===== src/design/sasf_pkg.sv =====
// ----------------------------------------------------------------------------
// sasf_pkg
// Shared types and constants of the sonar average and spike filter.
// ----------------------------------------------------------------------------
package sasf_pkg;

    localparam int WINDOW_DEF     = 10;
    localparam int STEPS_DEF      = 2048;

    localparam int ECHO_W         = 20;
    localparam int POS_W          = 16;
    localparam int SCALE_W        = 16;
    localparam int DIST_W         = 25;
    localparam int THR_W          = 25;
    localparam int ANGLE_W        = 9;
    localparam int DEG_W          = 9;
    localparam int DEG_PER_TURN   = 360;
    localparam int SCALE_SHIFT    = 8;

    localparam int PADDR_W        = 3;
    localparam int PDATA_W        = 32;
    localparam int REG_IDX_W      = 1;

    localparam logic [REG_IDX_W-1:0] REG_THRESHOLD = 1'b0;
    localparam logic [REG_IDX_W-1:0] REG_SCALE     = 1'b1;

    localparam logic [THR_W-1:0]   THR_RST   = 25'd5120;
    localparam logic [SCALE_W-1:0] SCALE_RST = 16'd4915;

    localparam logic [DIST_W-1:0]  DIST_MAX  = {DIST_W{1'b1}};

    typedef enum logic [2:0] {
        S_IDLE,
        S_MUL,
        S_RING,
        S_FILT_WAIT,
        S_ANG,
        S_ANG_WAIT,
        S_OUT
    } t_state;

    typedef struct packed {
        logic [ECHO_W-1:0]        echo_us;
        logic signed [POS_W-1:0]  step_position;
    } t_in_item;

    typedef struct packed {
        logic [ANGLE_W-1:0] angle_deg;
        logic [DIST_W-1:0]  report_q8;
        logic               spike;
        logic [DIST_W-1:0]  raw_q8;
        logic [DIST_W-1:0]  average_q8;
    } t_out_item;

    typedef struct packed {
        logic cap_in;
        logic ring_upd;
        logic ang_start;
        logic out_load;
    } t_dp_cmd;

    typedef struct packed {
        logic avg_busy;
        logic mod_busy;
        logic ang_busy;
    } t_dp_sts;

endpackage


===== src/design/sasf_regs.sv =====
// ----------------------------------------------------------------------------
// sasf_regs
// Configuration registers behind a simple APB-style port.
// ----------------------------------------------------------------------------
module sasf_regs
    import sasf_pkg::*;
(
    input  logic                 i_clk,
    input  logic                 i_rst_n,
    input  logic                 psel,
    input  logic                 penable,
    input  logic                 pwrite,
    input  logic [PADDR_W-1:0]   paddr,
    input  logic [PDATA_W-1:0]   pwdata,
    output logic [PDATA_W-1:0]   prdata,
    output logic                 pready,
    output logic [THR_W-1:0]     o_threshold,
    output logic [SCALE_W-1:0]   o_scale
);

    logic [THR_W-1:0]     r_threshold;
    logic [SCALE_W-1:0]   r_scale;
    logic [REG_IDX_W-1:0] reg_idx;

    assign reg_idx = paddr[2];
    assign pready  = 1'b1;

    always_ff @(posedge i_clk) begin
        if (!i_rst_n) begin
            r_threshold <= THR_RST;
            r_scale     <= SCALE_RST;
        end else if (psel && penable && pwrite && pready) begin
            case (reg_idx)
                REG_THRESHOLD: r_threshold <= pwdata[THR_W-1:0];
                REG_SCALE:     r_scale     <= pwdata[SCALE_W-1:0];
                default: ;
            endcase
        end
    end

    always_comb begin
        case (reg_idx)
            REG_THRESHOLD: prdata = PDATA_W'(r_threshold);
            REG_SCALE:     prdata = PDATA_W'(r_scale);
            default:       prdata = '0;
        endcase
    end

    assign o_threshold = r_threshold;
    assign o_scale     = r_scale;

endmodule


===== src/design/sasf_div.sv =====
// ----------------------------------------------------------------------------
// sasf_div
// Restoring unsigned divider, one quotient bit per cycle.
// ----------------------------------------------------------------------------
module sasf_div
    import sasf_pkg::*;
#(
    parameter int DW = 16,
    parameter int VW = 8
) (
    input  logic          i_clk,
    input  logic          i_rst_n,
    input  logic          i_start,
    input  logic [DW-1:0] i_dividend,
    input  logic [VW-1:0] i_divisor,
    output logic [DW-1:0] o_quo,
    output logic          o_busy
);

    localparam int NW = $clog2(DW + 1);

    logic [NW-1:0] r_cnt;
    logic          r_busy;
    logic [DW-1:0] r_quo;
    logic [VW-1:0] r_rem;
    logic [VW-1:0] r_div;
    logic [VW:0]   shifted;
    logic [VW:0]   trial;
    logic          fits;

    assign shifted = {r_rem, r_quo[DW-1]};
    assign fits    = (shifted >= {1'b0, r_div});
    assign trial   = shifted - {1'b0, r_div};

    always_ff @(posedge i_clk) begin
        if (!i_rst_n) begin
            r_busy <= 1'b0;
            r_cnt  <= '0;
        end else if (i_start) begin
            r_busy <= 1'b1;
            r_cnt  <= NW'(DW);
        end else if (r_busy) begin
            r_cnt <= r_cnt - 1'b1;
            if (r_cnt == NW'(1)) begin
                r_busy <= 1'b0;
            end
        end
    end

    always_ff @(posedge i_clk) begin
        if (i_start) begin
            r_quo <= i_dividend;
            r_rem <= '0;
            r_div <= i_divisor;
        end else if (r_busy) begin
            r_quo <= {r_quo[DW-2:0], fits};
            r_rem <= fits ? trial[VW-1:0] : shifted[VW-1:0];
        end
    end

    assign o_quo  = r_quo;
    assign o_busy = r_busy;

endmodule


===== src/design/sasf_ctrl.sv =====
// ----------------------------------------------------------------------------
// sasf_ctrl
// Sequencer for one item: scale, ring update, divisions, result load.
// ----------------------------------------------------------------------------
module sasf_ctrl
    import sasf_pkg::*;
(
    input  logic    i_clk,
    input  logic    i_rst_n,
    input  logic    i_in_valid,
    output logic    o_in_stall,
    output logic    o_out_valid,
    input  logic    i_out_stall,
    output t_dp_cmd o_cmd,
    input  t_dp_sts i_sts
);

    t_state r_state;
    t_state n_state;
    logic   r_out_valid;
    logic   out_free;

    assign out_free = !r_out_valid || !i_out_stall;

    always_ff @(posedge i_clk) begin
        if (!i_rst_n) begin
            r_state <= S_IDLE;
        end else begin
            r_state <= n_state;
        end
    end

    always_comb begin
        n_state = r_state;
        case (r_state)
            S_IDLE:      if (i_in_valid) n_state = S_MUL;
            S_MUL:       n_state = S_RING;
            S_RING:      n_state = S_FILT_WAIT;
            S_FILT_WAIT: if (!i_sts.avg_busy && !i_sts.mod_busy) n_state = S_ANG;
            S_ANG:       n_state = S_ANG_WAIT;
            S_ANG_WAIT:  if (!i_sts.ang_busy) n_state = S_OUT;
            S_OUT:       if (out_free) n_state = S_IDLE;
            default:     n_state = S_IDLE;
        endcase
    end

    always_comb begin
        o_cmd           = '0;
        o_cmd.cap_in    = (r_state == S_IDLE) && i_in_valid;
        o_cmd.ring_upd  = (r_state == S_RING);
        o_cmd.ang_start = (r_state == S_ANG);
        o_cmd.out_load  = (r_state == S_OUT) && out_free;
        o_in_stall      = (r_state != S_IDLE);
    end

    always_ff @(posedge i_clk) begin
        if (!i_rst_n) begin
            r_out_valid <= 1'b0;
        end else if (o_cmd.out_load) begin
            r_out_valid <= 1'b1;
        end else if (!i_out_stall) begin
            r_out_valid <= 1'b0;
        end
    end

    assign o_out_valid = r_out_valid;

endmodule


===== src/design/sasf_dp.sv =====
// ----------------------------------------------------------------------------
// sasf_dp
// Datapath: echo scaling, sample ring with running sum, average divider,
// angle by reciprocal multiplication, spike decision and result register.
// ----------------------------------------------------------------------------
module sasf_dp
    import sasf_pkg::*;
#(
    parameter int WINDOW         = WINDOW_DEF,
    parameter int STEPS_PER_TURN = STEPS_DEF
) (
    input  logic               i_clk,
    input  logic               i_rst_n,
    input  t_dp_cmd            i_cmd,
    output t_dp_sts            o_sts,
    input  t_in_item           i_in_data,
    input  logic [THR_W-1:0]   i_threshold,
    input  logic [SCALE_W-1:0] i_scale,
    output t_out_item          o_out_data
);

    localparam int SW     = (WINDOW > 1) ? $clog2(WINDOW) : 1;
    localparam int CW     = $clog2(WINDOW + 1);
    localparam int SUM_W  = DIST_W + CW;
    localparam int SVW    = $clog2(STEPS_PER_TURN + 1);
    localparam int AW     = $clog2(STEPS_PER_TURN);
    localparam int ADW    = AW + DEG_W;
    localparam int PROD_W = ECHO_W + SCALE_W;
    localparam int MPW    = 2 * POS_W;
    localparam int RW     = POS_W + 1;
    localparam int APW    = 2 * ADW;
    localparam int AEW    = ADW + 1;

    localparam logic [SW-1:0]    LAST_SLOT = SW'(WINDOW - 1);
    localparam logic [CW-1:0]    WIN_CNT   = CW'(WINDOW);
    localparam logic [SVW-1:0]   STEPS_V   = SVW'(STEPS_PER_TURN);
    localparam logic [ADW-1:0]   DEG_V     = ADW'(DEG_PER_TURN);
    localparam logic [POS_W-1:0] MOD_M     = POS_W'((64'd1 << POS_W) / STEPS_PER_TURN);
    localparam logic [ADW-1:0]   ANG_M     = ADW'((64'd1 << ADW) / STEPS_PER_TURN);
    localparam logic [RW-1:0]    STEPS_R   = RW'(STEPS_PER_TURN);
    localparam logic [AEW-1:0]   STEPS_A   = AEW'(STEPS_PER_TURN);

    logic [ECHO_W-1:0] r_echo;
    logic [POS_W-1:0]  r_pos;
    logic [PROD_W-1:0] r_prod;
    logic [DIST_W-1:0] r_raw;
    logic [DIST_W-1:0] r_ring [WINDOW];
    logic [SW-1:0]     r_slot;
    logic              r_full;
    logic [SUM_W-1:0]  r_sum;
    t_out_item         r_out;
    logic [POS_W-1:0]  r_mod_q;
    logic [SVW-1:0]    r_mod_rem;
    logic              r_mod_busy;
    logic [ADW-1:0]    r_ang_q;
    logic [ADW-1:0]    r_ang_quo;
    logic              r_ang_busy;

    logic [PROD_W-SCALE_SHIFT-1:0] dist_q8;
    logic [DIST_W-1:0]  raw_sat;
    logic [SUM_W-1:0]   n_sum;
    logic               slot_wrap;
    logic [SW-1:0]      n_slot;
    logic [CW-1:0]      count;
    logic [POS_W-1:0]   pos_mag;
    logic [MPW-1:0]     mod_prod;
    logic [RW-1:0]      mod_est;
    logic [SVW-1:0]     pos_mod;
    logic [ADW-1:0]     ang_dividend;
    logic [APW-1:0]     ang_prod;
    logic [AEW-1:0]     ang_est;
    logic [SUM_W-1:0]   avg_quo;
    logic [DIST_W-1:0]  avg_sat;
    logic [DIST_W-1:0]  diff;
    logic               spike;

    // scaling
    always_ff @(posedge i_clk) begin
        if (i_cmd.cap_in) begin
            r_echo <= i_in_data.echo_us;
            r_pos  <= i_in_data.step_position;
        end
        r_prod <= PROD_W'(r_echo) * PROD_W'(i_scale);
    end

    assign dist_q8 = r_prod[PROD_W-1:SCALE_SHIFT];
    assign raw_sat = (|dist_q8[PROD_W-SCALE_SHIFT-1:DIST_W]) ? DIST_MAX : dist_q8[DIST_W-1:0];

    // ring and running sum
    assign n_sum     = r_sum - SUM_W'(r_ring[r_slot]) + SUM_W'(raw_sat);
    assign slot_wrap = (r_slot == LAST_SLOT);
    assign n_slot    = slot_wrap ? '0 : r_slot + 1'b1;
    assign count     = (slot_wrap || r_full) ? WIN_CNT : CW'(r_slot) + 1'b1;

    always_ff @(posedge i_clk) begin
        if (!i_rst_n) begin
            for (int i = 0; i < WINDOW; i++) begin
                r_ring[i] <= '0;
            end
            r_slot <= '0;
            r_full <= 1'b0;
            r_sum  <= '0;
        end else if (i_cmd.ring_upd) begin
            r_ring[r_slot] <= raw_sat;
            r_slot         <= n_slot;
            r_sum          <= n_sum;
            if (slot_wrap) begin
                r_full <= 1'b1;
            end
        end
    end

    always_ff @(posedge i_clk) begin
        if (i_cmd.ring_upd) begin
            r_raw <= raw_sat;
        end
    end

    // average divider
    sasf_div #(
        .DW (SUM_W),
        .VW (CW)
    ) u_avg_div (
        .i_clk      (i_clk),
        .i_rst_n    (i_rst_n),
        .i_start    (i_cmd.ring_upd),
        .i_dividend (n_sum),
        .i_divisor  (count),
        .o_quo      (avg_quo),
        .o_busy     (o_sts.avg_busy)
    );

    // position modulo and angle, reciprocal estimate plus one correction step
    assign pos_mag  = r_pos[POS_W-1] ? (~r_pos + 1'b1) : r_pos;
    assign mod_prod = MPW'(pos_mag) * MPW'(MOD_M);
    assign mod_est  = RW'(pos_mag) - RW'(r_mod_q) * STEPS_R;
    assign pos_mod  = (r_pos[POS_W-1] && (r_mod_rem != '0)) ? (STEPS_V - r_mod_rem) : r_mod_rem;
    assign ang_dividend = ADW'(pos_mod[AW-1:0]) * DEG_V;
    assign ang_prod = APW'(ang_dividend) * APW'(ANG_M);
    assign ang_est  = AEW'(ang_dividend) - AEW'(r_ang_q) * STEPS_A;

    always_ff @(posedge i_clk) begin
        if (!i_rst_n) begin
            r_mod_busy <= 1'b0;
            r_ang_busy <= 1'b0;
        end else begin
            r_mod_busy <= i_cmd.ring_upd;
            r_ang_busy <= i_cmd.ang_start;
        end
    end

    always_ff @(posedge i_clk) begin
        if (i_cmd.ring_upd) begin
            r_mod_q <= mod_prod[MPW-1:POS_W];
        end
        if (r_mod_busy) begin
            r_mod_rem <= (mod_est >= STEPS_R) ? SVW'(mod_est - STEPS_R) : SVW'(mod_est);
        end
        if (i_cmd.ang_start) begin
            r_ang_q <= ang_prod[APW-1:ADW];
        end
        if (r_ang_busy) begin
            r_ang_quo <= (ang_est >= STEPS_A) ? (r_ang_q + 1'b1) : r_ang_q;
        end
    end

    assign o_sts.mod_busy = r_mod_busy;
    assign o_sts.ang_busy = r_ang_busy;

    // spike decision
    assign avg_sat = (|avg_quo[SUM_W-1:DIST_W]) ? DIST_MAX : avg_quo[DIST_W-1:0];
    assign diff    = (r_raw > avg_sat) ? (r_raw - avg_sat) : (avg_sat - r_raw);
    assign spike   = (diff > i_threshold);

    always_ff @(posedge i_clk) begin
        if (i_cmd.out_load) begin
            r_out.angle_deg  <= r_ang_quo[ANGLE_W-1:0];
            r_out.report_q8  <= spike ? r_raw : avg_sat;
            r_out.spike      <= spike;
            r_out.raw_q8     <= r_raw;
            r_out.average_q8 <= avg_sat;
        end
    end

    assign o_out_data = r_out;

endmodule


===== src/design/sonar_average_spike_filter_unit.sv =====
// ----------------------------------------------------------------------------
// sonar_average_spike_filter_unit
// Sonar echo to distance, moving average over a sample ring with spike
// bypass, and stepper position to scan angle.
// ----------------------------------------------------------------------------
//  port group   direction  handshake             beat
//  input        in         i_in_valid/o_in_stall  t_in_item  (echo, position)
//  output       out        o_out_valid/i_out_stall t_out_item (angle, distances)
//  config       in/out     psel/penable/pready    32-bit register access
//
//  one item passes states MUL, RING, FILT_WAIT, ANG, ANG_WAIT and OUT from one accepted
//  beat to the next; FILT_WAIT waits for the bit-serial average divider
//  the angle takes a reciprocal multiply step and a correction step after the average is done
//  reset clears the ring, the running sum and the control state at once
//  a finished beat waits in the output register while the next item is taken
//  the input stalls while an item is in progress
// ----------------------------------------------------------------------------
module sonar_average_spike_filter_unit
    import sasf_pkg::*;
#(
    parameter int WINDOW         = WINDOW_DEF,
    parameter int STEPS_PER_TURN = STEPS_DEF
) (
    input  logic               i_clk,
    input  logic               i_rst_n,
    input  logic               i_in_valid,
    output logic               o_in_stall,
    input  t_in_item           i_in_data,
    output logic               o_out_valid,
    input  logic               i_out_stall,
    output t_out_item          o_out_data,
    input  logic               psel,
    input  logic               penable,
    input  logic               pwrite,
    input  logic [PADDR_W-1:0] paddr,
    input  logic [PDATA_W-1:0] pwdata,
    output logic [PDATA_W-1:0] prdata,
    output logic               pready
);

    logic [THR_W-1:0]   threshold;
    logic [SCALE_W-1:0] scale;
    t_dp_cmd            cmd;
    t_dp_sts            sts;

    sasf_regs u_regs (
        .i_clk       (i_clk),
        .i_rst_n     (i_rst_n),
        .psel        (psel),
        .penable     (penable),
        .pwrite      (pwrite),
        .paddr       (paddr),
        .pwdata      (pwdata),
        .prdata      (prdata),
        .pready      (pready),
        .o_threshold (threshold),
        .o_scale     (scale)
    );

    sasf_ctrl u_ctrl (
        .i_clk       (i_clk),
        .i_rst_n     (i_rst_n),
        .i_in_valid  (i_in_valid),
        .o_in_stall  (o_in_stall),
        .o_out_valid (o_out_valid),
        .i_out_stall (i_out_stall),
        .o_cmd       (cmd),
        .i_sts       (sts)
    );

    sasf_dp #(
        .WINDOW         (WINDOW),
        .STEPS_PER_TURN (STEPS_PER_TURN)
    ) u_dp (
        .i_clk       (i_clk),
        .i_rst_n     (i_rst_n),
        .i_cmd       (cmd),
        .o_sts       (sts),
        .i_in_data   (i_in_data),
        .i_threshold (threshold),
        .i_scale     (scale),
        .o_out_data  (o_out_data)
    );

endmodule


===== config.mk =====
export PLATFORM = sky130hd
export DESIGN_NAME = sonar_average_spike_filter_unit
export DESIGN_NICKNAME = d
export VERILOG_FILES = /design/src/design/sasf_pkg.sv /design/src/design/sasf_regs.sv /design/src/design/sasf_div.sv /design/src/design/sasf_ctrl.sv /design/src/design/sasf_dp.sv /design/src/design/sonar_average_spike_filter_unit.sv
export SDC_FILE = /design/constraint.sdc
export NUM_CORES = 2
export LEC_CHECK = 0
export BUFFER_PORTS_ARGS = -buffer_cell sky130_fd_sc_hd__buf_2
export CAP_MARGIN = 25
export CELL_PAD_IN_SITES_DETAIL_PLACEMENT = 2
export CELL_PAD_IN_SITES_GLOBAL_PLACEMENT = 2
export CORE_MARGIN = 5
export CORE_UTILIZATION = 30
export CTS_CLUSTER_DIAMETER = 100
export CTS_CLUSTER_SIZE = 8
export DETAILED_ROUTE_END_ITERATION = 6
export PLACE_DENSITY = 0.61
export SYNTH_ARGS = -nofsm -noshare
export SYNTH_HDL_FRONTEND = slang
export SYNTH_HIERARCHICAL = 1
export SYNTH_SLANG_ARGS = --single-unit

===== constraint.sdc =====
create_clock -name i_clk -period 8.5 [get_ports i_clk]
set_input_delay 0.85 -clock i_clk [delete_from_list [all_inputs] [get_ports i_clk]]
set_output_delay 0.85 -clock i_clk [all_outputs]
set_load 0.01 [all_outputs]

After elaboration in Yosys (flattened, before gate mapping)
Memories as Yosys holds them, arrays and structs flattened. A register that Yosys moved wholly into a read port is not among the register bits.
Index checks and enable logic that the tools add are counted.
- reduce and logical (&&, ||, !) cells: 24
- multipliers: 2
- $lt $le $gt $ge: 5
- mux-type cells: 34
- add/sub/neg operators: 13
- bitwise logic cells: 3
- equal/unequal tests: 13
- operators by type and width (cell ; count):
    $mux 25 ; 5
    $pmux 32 s2 ; 1
    $mux 29 ; 2
    $gt 25x25->1 ; 2
    $sub 25x25->25 ; 2
    $mul 20x16->36 ; 1
    $add 29x25->29 ; 1
    $sub 29x25->29 ; 1
    $reduce_or 25->1 ; 1
    $ge 21x12->1 const B ; 1
    $pmux 3 s7 ; 1
    $sub 20x20->21 ; 1
    $mux 4 ; 5
    $ge 17x12->1 const B ; 1
    $mul 11x6->17 const B ; 1
    $sub 16x16->17 ; 1
    $add 16x1->16 const B ; 1
    $mux 16 ; 1
    $not 16->16 ; 1
    $mux 12 ; 1
    $mux 3 ; 4
    $reduce_bool 12->1 ; 1
    $sub 12x12->12 const B ; 1
    $mux 11 ; 1
    28 further kinds ; 56
- input bits: 78
- register bits: 341
- bits in writable memories: 250
- memories: 1
- memories (name ; depth ; bits a word ; rd ports ; clocked after memory_dff ; wr ports ; RTL line ; source):
    u_dp.r_ring ; 10 ; 25 ; 1 ; 1 ; 10 ; sasf_dp.sv:47 ; logic [DIST_W-1:0] r_ring [WINDOW];

Longest topological paths before layout
- depth in word-level cells: 7
- mapped depth: 34
- depth with buffers taken out: 34

Hierarchy
Netlist, hierarchy kept.
- modules (own cells, without submodules) (module ; instances ; cells each ; area an instance (µm²)):
    sasf_dp ; 1 ; 3636 ; 42365.6
    sasf_regs ; 1 ; 209 ; 1989.4
    sasf_div ; 1 ; 138 ; 1973.1
    sasf_ctrl ; 1 ; 34 ; 264.0

Worst setup path after synthesis
Ideal clock, no wire load.
- path type: register to register
- start point: reg u_dp.r_mod_rem[3]
- end point: reg u_dp.r_ang_quo[1], data pin
- cell stages (with the launch flop): 30
- slack: 1190 ps
- setup time: 260 ps
- arrival time: 7050 ps
- period minus slack after synthesis: 7310 ps
- cells stage by stage: edfxtp_1 or4_1 or3_1 or3_1 o31a_4 nand2b_1 xnor2_1 ha_1 ha_1 inv_1 fa_1 inv_1 ha_1 fa_1 a21o_1 a21oi_1 o21bai_1 a21oi_1 nor2b_1 o2111ai_1 nand2_1 o41ai_1 xnor2_1 ha_1 nor2b_1 a21boi_0 a211oi_1 o311ai_1 nor3_2 mux2_2
- word-level cells in the longest chain between the ends: 7
- elaborated cells between the ends (all ways): 8
- classes of those cells: add/sub (2); mul (1); order compare (1); mux (2); reduce/logical (2)
- ends and longest elaborated chain (what ; RTL line ; source):
    start, declared ; sasf_dp.sv:53 ; logic [SVW-1:0] r_mod_rem;
    start signal, assigned ; sasf_dp.sv:157 ; r_mod_rem <= (mod_est >= STEPS_R) ? SVW'(mod_est - STEPS_R) : SVW'(mod_est);
    branches (longest 2 deep; another with $sub 1x11->11) ; -- ;
    $mux 11 (*) ; sasf_dp.sv:137 ; assign pos_mod = (r_pos[POS_W-1] && (r_mod_rem != '0)) ? (STEPS_V - r_mod_rem) : r_mod_rem;
    $mul 11x6->17 (*) ; sasf_dp.sv:138 ; assign ang_dividend = ADW'(pos_mod[AW-1:0]) * DEG_V;
    named net u_dp.ang_dividend[19] ; sasf_dp.sv:69 ; logic [ADW-1:0] ang_dividend;
    $sub 20x20->21 (*) ; sasf_dp.sv:140 ; assign ang_est = AEW'(ang_dividend) - AEW'(r_ang_q) * STEPS_A;
    $ge 21x12->1 (*) ; sasf_dp.sv:163 ; r_ang_quo <= (ang_est >= STEPS_A) ? (r_ang_q + 1'b1) : r_ang_q;
    $mux 9 (*) ; sasf_dp.sv:163 ;
    end signal, assigned ; sasf_dp.sv:163 ;
    end, declared ; sasf_dp.sv:56 ; logic [ADW-1:0] r_ang_quo;
Mark *: on every way through the listed nets, which the timed path passes.
A chain may end at the register's enable or synchronous reset.

Worst setup path in the final report
Same ends and word-level chain as after synthesis.

==> impl_results.md <==
* Status: completed
* Clk sinks at ~740
* Die Area at 163000 um2
* DRT iter0 DRCs at 1718
* Yosys cell types at 86
* Post-synthesis average cell area at 11.6 um2
* Layout Area Growth over Synthesis at 13.7%
* Worst IR drop on VDD at approximately 0.29 mV
* Row count at 144
* Most common cell after layout, fill and taps aside: edfxtp_1
* Sequential element share of the synthesized area at 44.9%
* Synth area leader: edfxtp_1
* Pin count of the biggest net entering global routing at 81
* Core Region at 154000 um2
* Ys flop type: edfxtp_1
* Clk buf depth at 3
* Static leakage at roughly 21 nW
* Setup TNS at 0 ns
* Post-synth ARST share at 0%
* Max-slew headroom at 26.9%
* Initial DRT Pass Iterations at 7
* # IOs at approximately 200
* Final setup viols at 0
* WP data arrival at about 8.5 ns
* Clk_lat worst skew at 0.74 ns
* Initial core utilization at 30.2%
* Share of layout cells above drive strength 1 at 13.9%
* Worst Path Buf+Inv at 3
* Max stage delay on crit path at 0.56 ns
* Final Wtd Congestion at approximately 0.8
* H-tree Lvls at 3
* Hold Crit Class: primary input to flip-flop
* RSZ-0062 raised after global routing: no
* FF+latch count, synth at between 700 and 800
* CP Max Fanout at 9
* Die X at between 400 and 500 um
* Vias in the first global route at 34900
* Peak Freq at 0.125 GHz
* Drt via density at 4.95
* Routed Antenna Nets at 0
* TritonCTS buffer count at 105
* First-pass GRT wire length at 230000 um
* Post-synth EDFFs at 614
* CP max stage cell: or4_1
* CP Capture Type: flip-flop
* # nets final at 4826
* Top-area cell type share of the netlist area at about two fifths
* Max Cap Viol at 0
* Synth Instances at 4017
* Post-cts hold buffer count at 0
* Routed via count at 31200
* CTS tree: yes
* CP Launch Type: flip-flop
* Worst Tran Pin Value at roughly 1.1 ns
* DRC at 0
* DRT Wirelength at 153000 um
* Clock Tree Root: clkbuf_16
* GRT Util Overall at approximately a fifth
* Post-Syn Area at 46600 um2
* Min Hold Slack at about 0.33 ns
* Fin crit period at 8.03 ns
* CP required at 8.93 ns
* Period utilization at 94.5%
* Final Hold Fails at 0
* Most frequent cells in the layout: edfxtp_1 (614), inv_1 (562), nand2_1 (391)
* Port bufs at 180
* Layout Skew at 0.0613 ns
* Initial antenna violation count at 6
* WL/cell at roughly 24 um
* Die H at 404 um
* Crit-path most repeated cell: ha_1
* Crit Path Class: flip-flop to flip-flop
* P per Cell Area at 357 nW/um2
* HPWL Detailed at ~110000 um
* Top delay family on crit path: compound AO/OA/AOI/OAI gates
* Post-CTS Setup Bufs at 0
* Number of cells upsized or downsized after cts at 0
* Final Max Tran Viols at 0
* Synth Warn # at 6
* Gr ovfl total at 0
* Worst-path clk slew at around 0.060 ns
* Top post-synthesis cells by area: edfxtp_1 (40%), fa_1 (13%), ha_1 (7.2%)
==> Yosys cell counts (71+ instances only) <==
master and instances:
a21oi_1 104, and2_1 114, clkbuf_1 138, dfxtp_1 123
edfxtp_1 614, fa_1 292, ha_1 268, inv_1 563
mux2i_1 100, mux4_2 125, nand2_1 404, nor2_1 361
nor2b_1 72, o21ai_0 71, xnor2_1 92
==> sequential cells by signal, summed over array words and instances, names as in the netlist, 3 cells and up, named ones only <==
signal and flops:
u_ctrl/r_state 3, u_dp/o_out_data 85, u_dp/r_ang_q 9, u_dp/r_ang_quo 9, u_dp/r_echo 20, u_dp/r_mod_q 5, u_dp/r_mod_rem 12, u_dp/r_pos 16
u_dp/r_prod 28, u_dp/r_raw 25, u_dp/r_ring 400, u_dp/r_slot 4, u_dp/r_sum 29, u_dp/u_avg_div/o_quo 29, u_dp/u_avg_div/r_cnt 5, u_dp/u_avg_div/r_div 4
u_dp/u_avg_div/r_rem 4, u_regs/o_scale 16, u_regs/o_threshold 25
==> worst register-to-register path, delay by kind of cell, from the launching register on <==
kind	cells	cell delay, ns
XOR/XNOR	2	0.40
flip-flops	1	0.47
multiplexers	1	0.34
AND/OR/NAND/NOR	8	1.96
adder cells (fa/ha/maj)	6	2.10
buffers and inverters	3	0.28
AO/OA/AOI/OAI	10	2.24
==> power by group <==
group          internal, mW  total [mW]  switching (mW)
Clock                  2.27        3.93            1.65
Sequential             4.44        4.70           0.260
Combinational          4.11        10.3            6.15
Total                  10.8        18.9            8.06
==> path summary, 6_finish.rpt <==
path | cells past startpoint | slack [ns] | startpoint | endpoint
max | 30 | 0.47 | u_dp/r_mod_rem[3] | u_dp/r_ang_quo[1]
min | 1 | 0.33 | i_in_data[26] | u_dp/r_echo[10]
min reg2reg | 2 | 0.47 | u_dp/u_avg_div/r_rem[3] | u_dp/u_avg_div/r_rem[3]
max reg2reg | 30 | 0.47 | u_dp/r_mod_rem[3] | u_dp/r_ang_quo[1]
==> final cells by class <==
cell class | instances | area, um2
fill | 16400 | 101000
tap | 2044 | 2560
timing repair buffer | 247 | 1470
multi-input combinational | 2534 | 22900
inverter | 563 | 2110
clock inverter | 12 | 213
clock buffer | 153 | 2810
sequential | 737 | 20900
antenna | 1 | 2.50
==> metrics by stage <==
stage                     worst slack, ns  util [%]  power (mW)  instances  area, um2
final                               0.468      34.3        18.9       6291      53000
after floorplan                      1.19         -        12.0       4023      46600
after detailed placement            0.508      32.3        15.2       6123      49900
after global routing               0.0142      34.3        20.6       6290      53000
after CTS                           0.423      34.3        19.3       6288      52900
after global placement              0.619      32.3        14.9       6121      49900
==> cells by family after synthesis <==
kind of cell	Yosys count	share of synthesized area, %
AND/OR/NAND/NOR	1159	11.5
buffers and inverters	752	6.31
flip-flops	737	44.9
adder cells (fa/ha/maj)	560	19.7
AO/OA/AOI/OAI	408	5.82
multiplexers	277	9.45
XOR/XNOR	122	2.29
other	2	0.0161
==> per-layer routing <==
metal	vias up	track usage, %	share of wire (%)
met3	159	2.63	4.2
met1	16400	24.2	43
met2	666	32.9	50
met4	6	5.14	2.5
met5	-	0	0.027
li1	14000	-	-
Note: power is estimated with default switching activity, not from simulation.
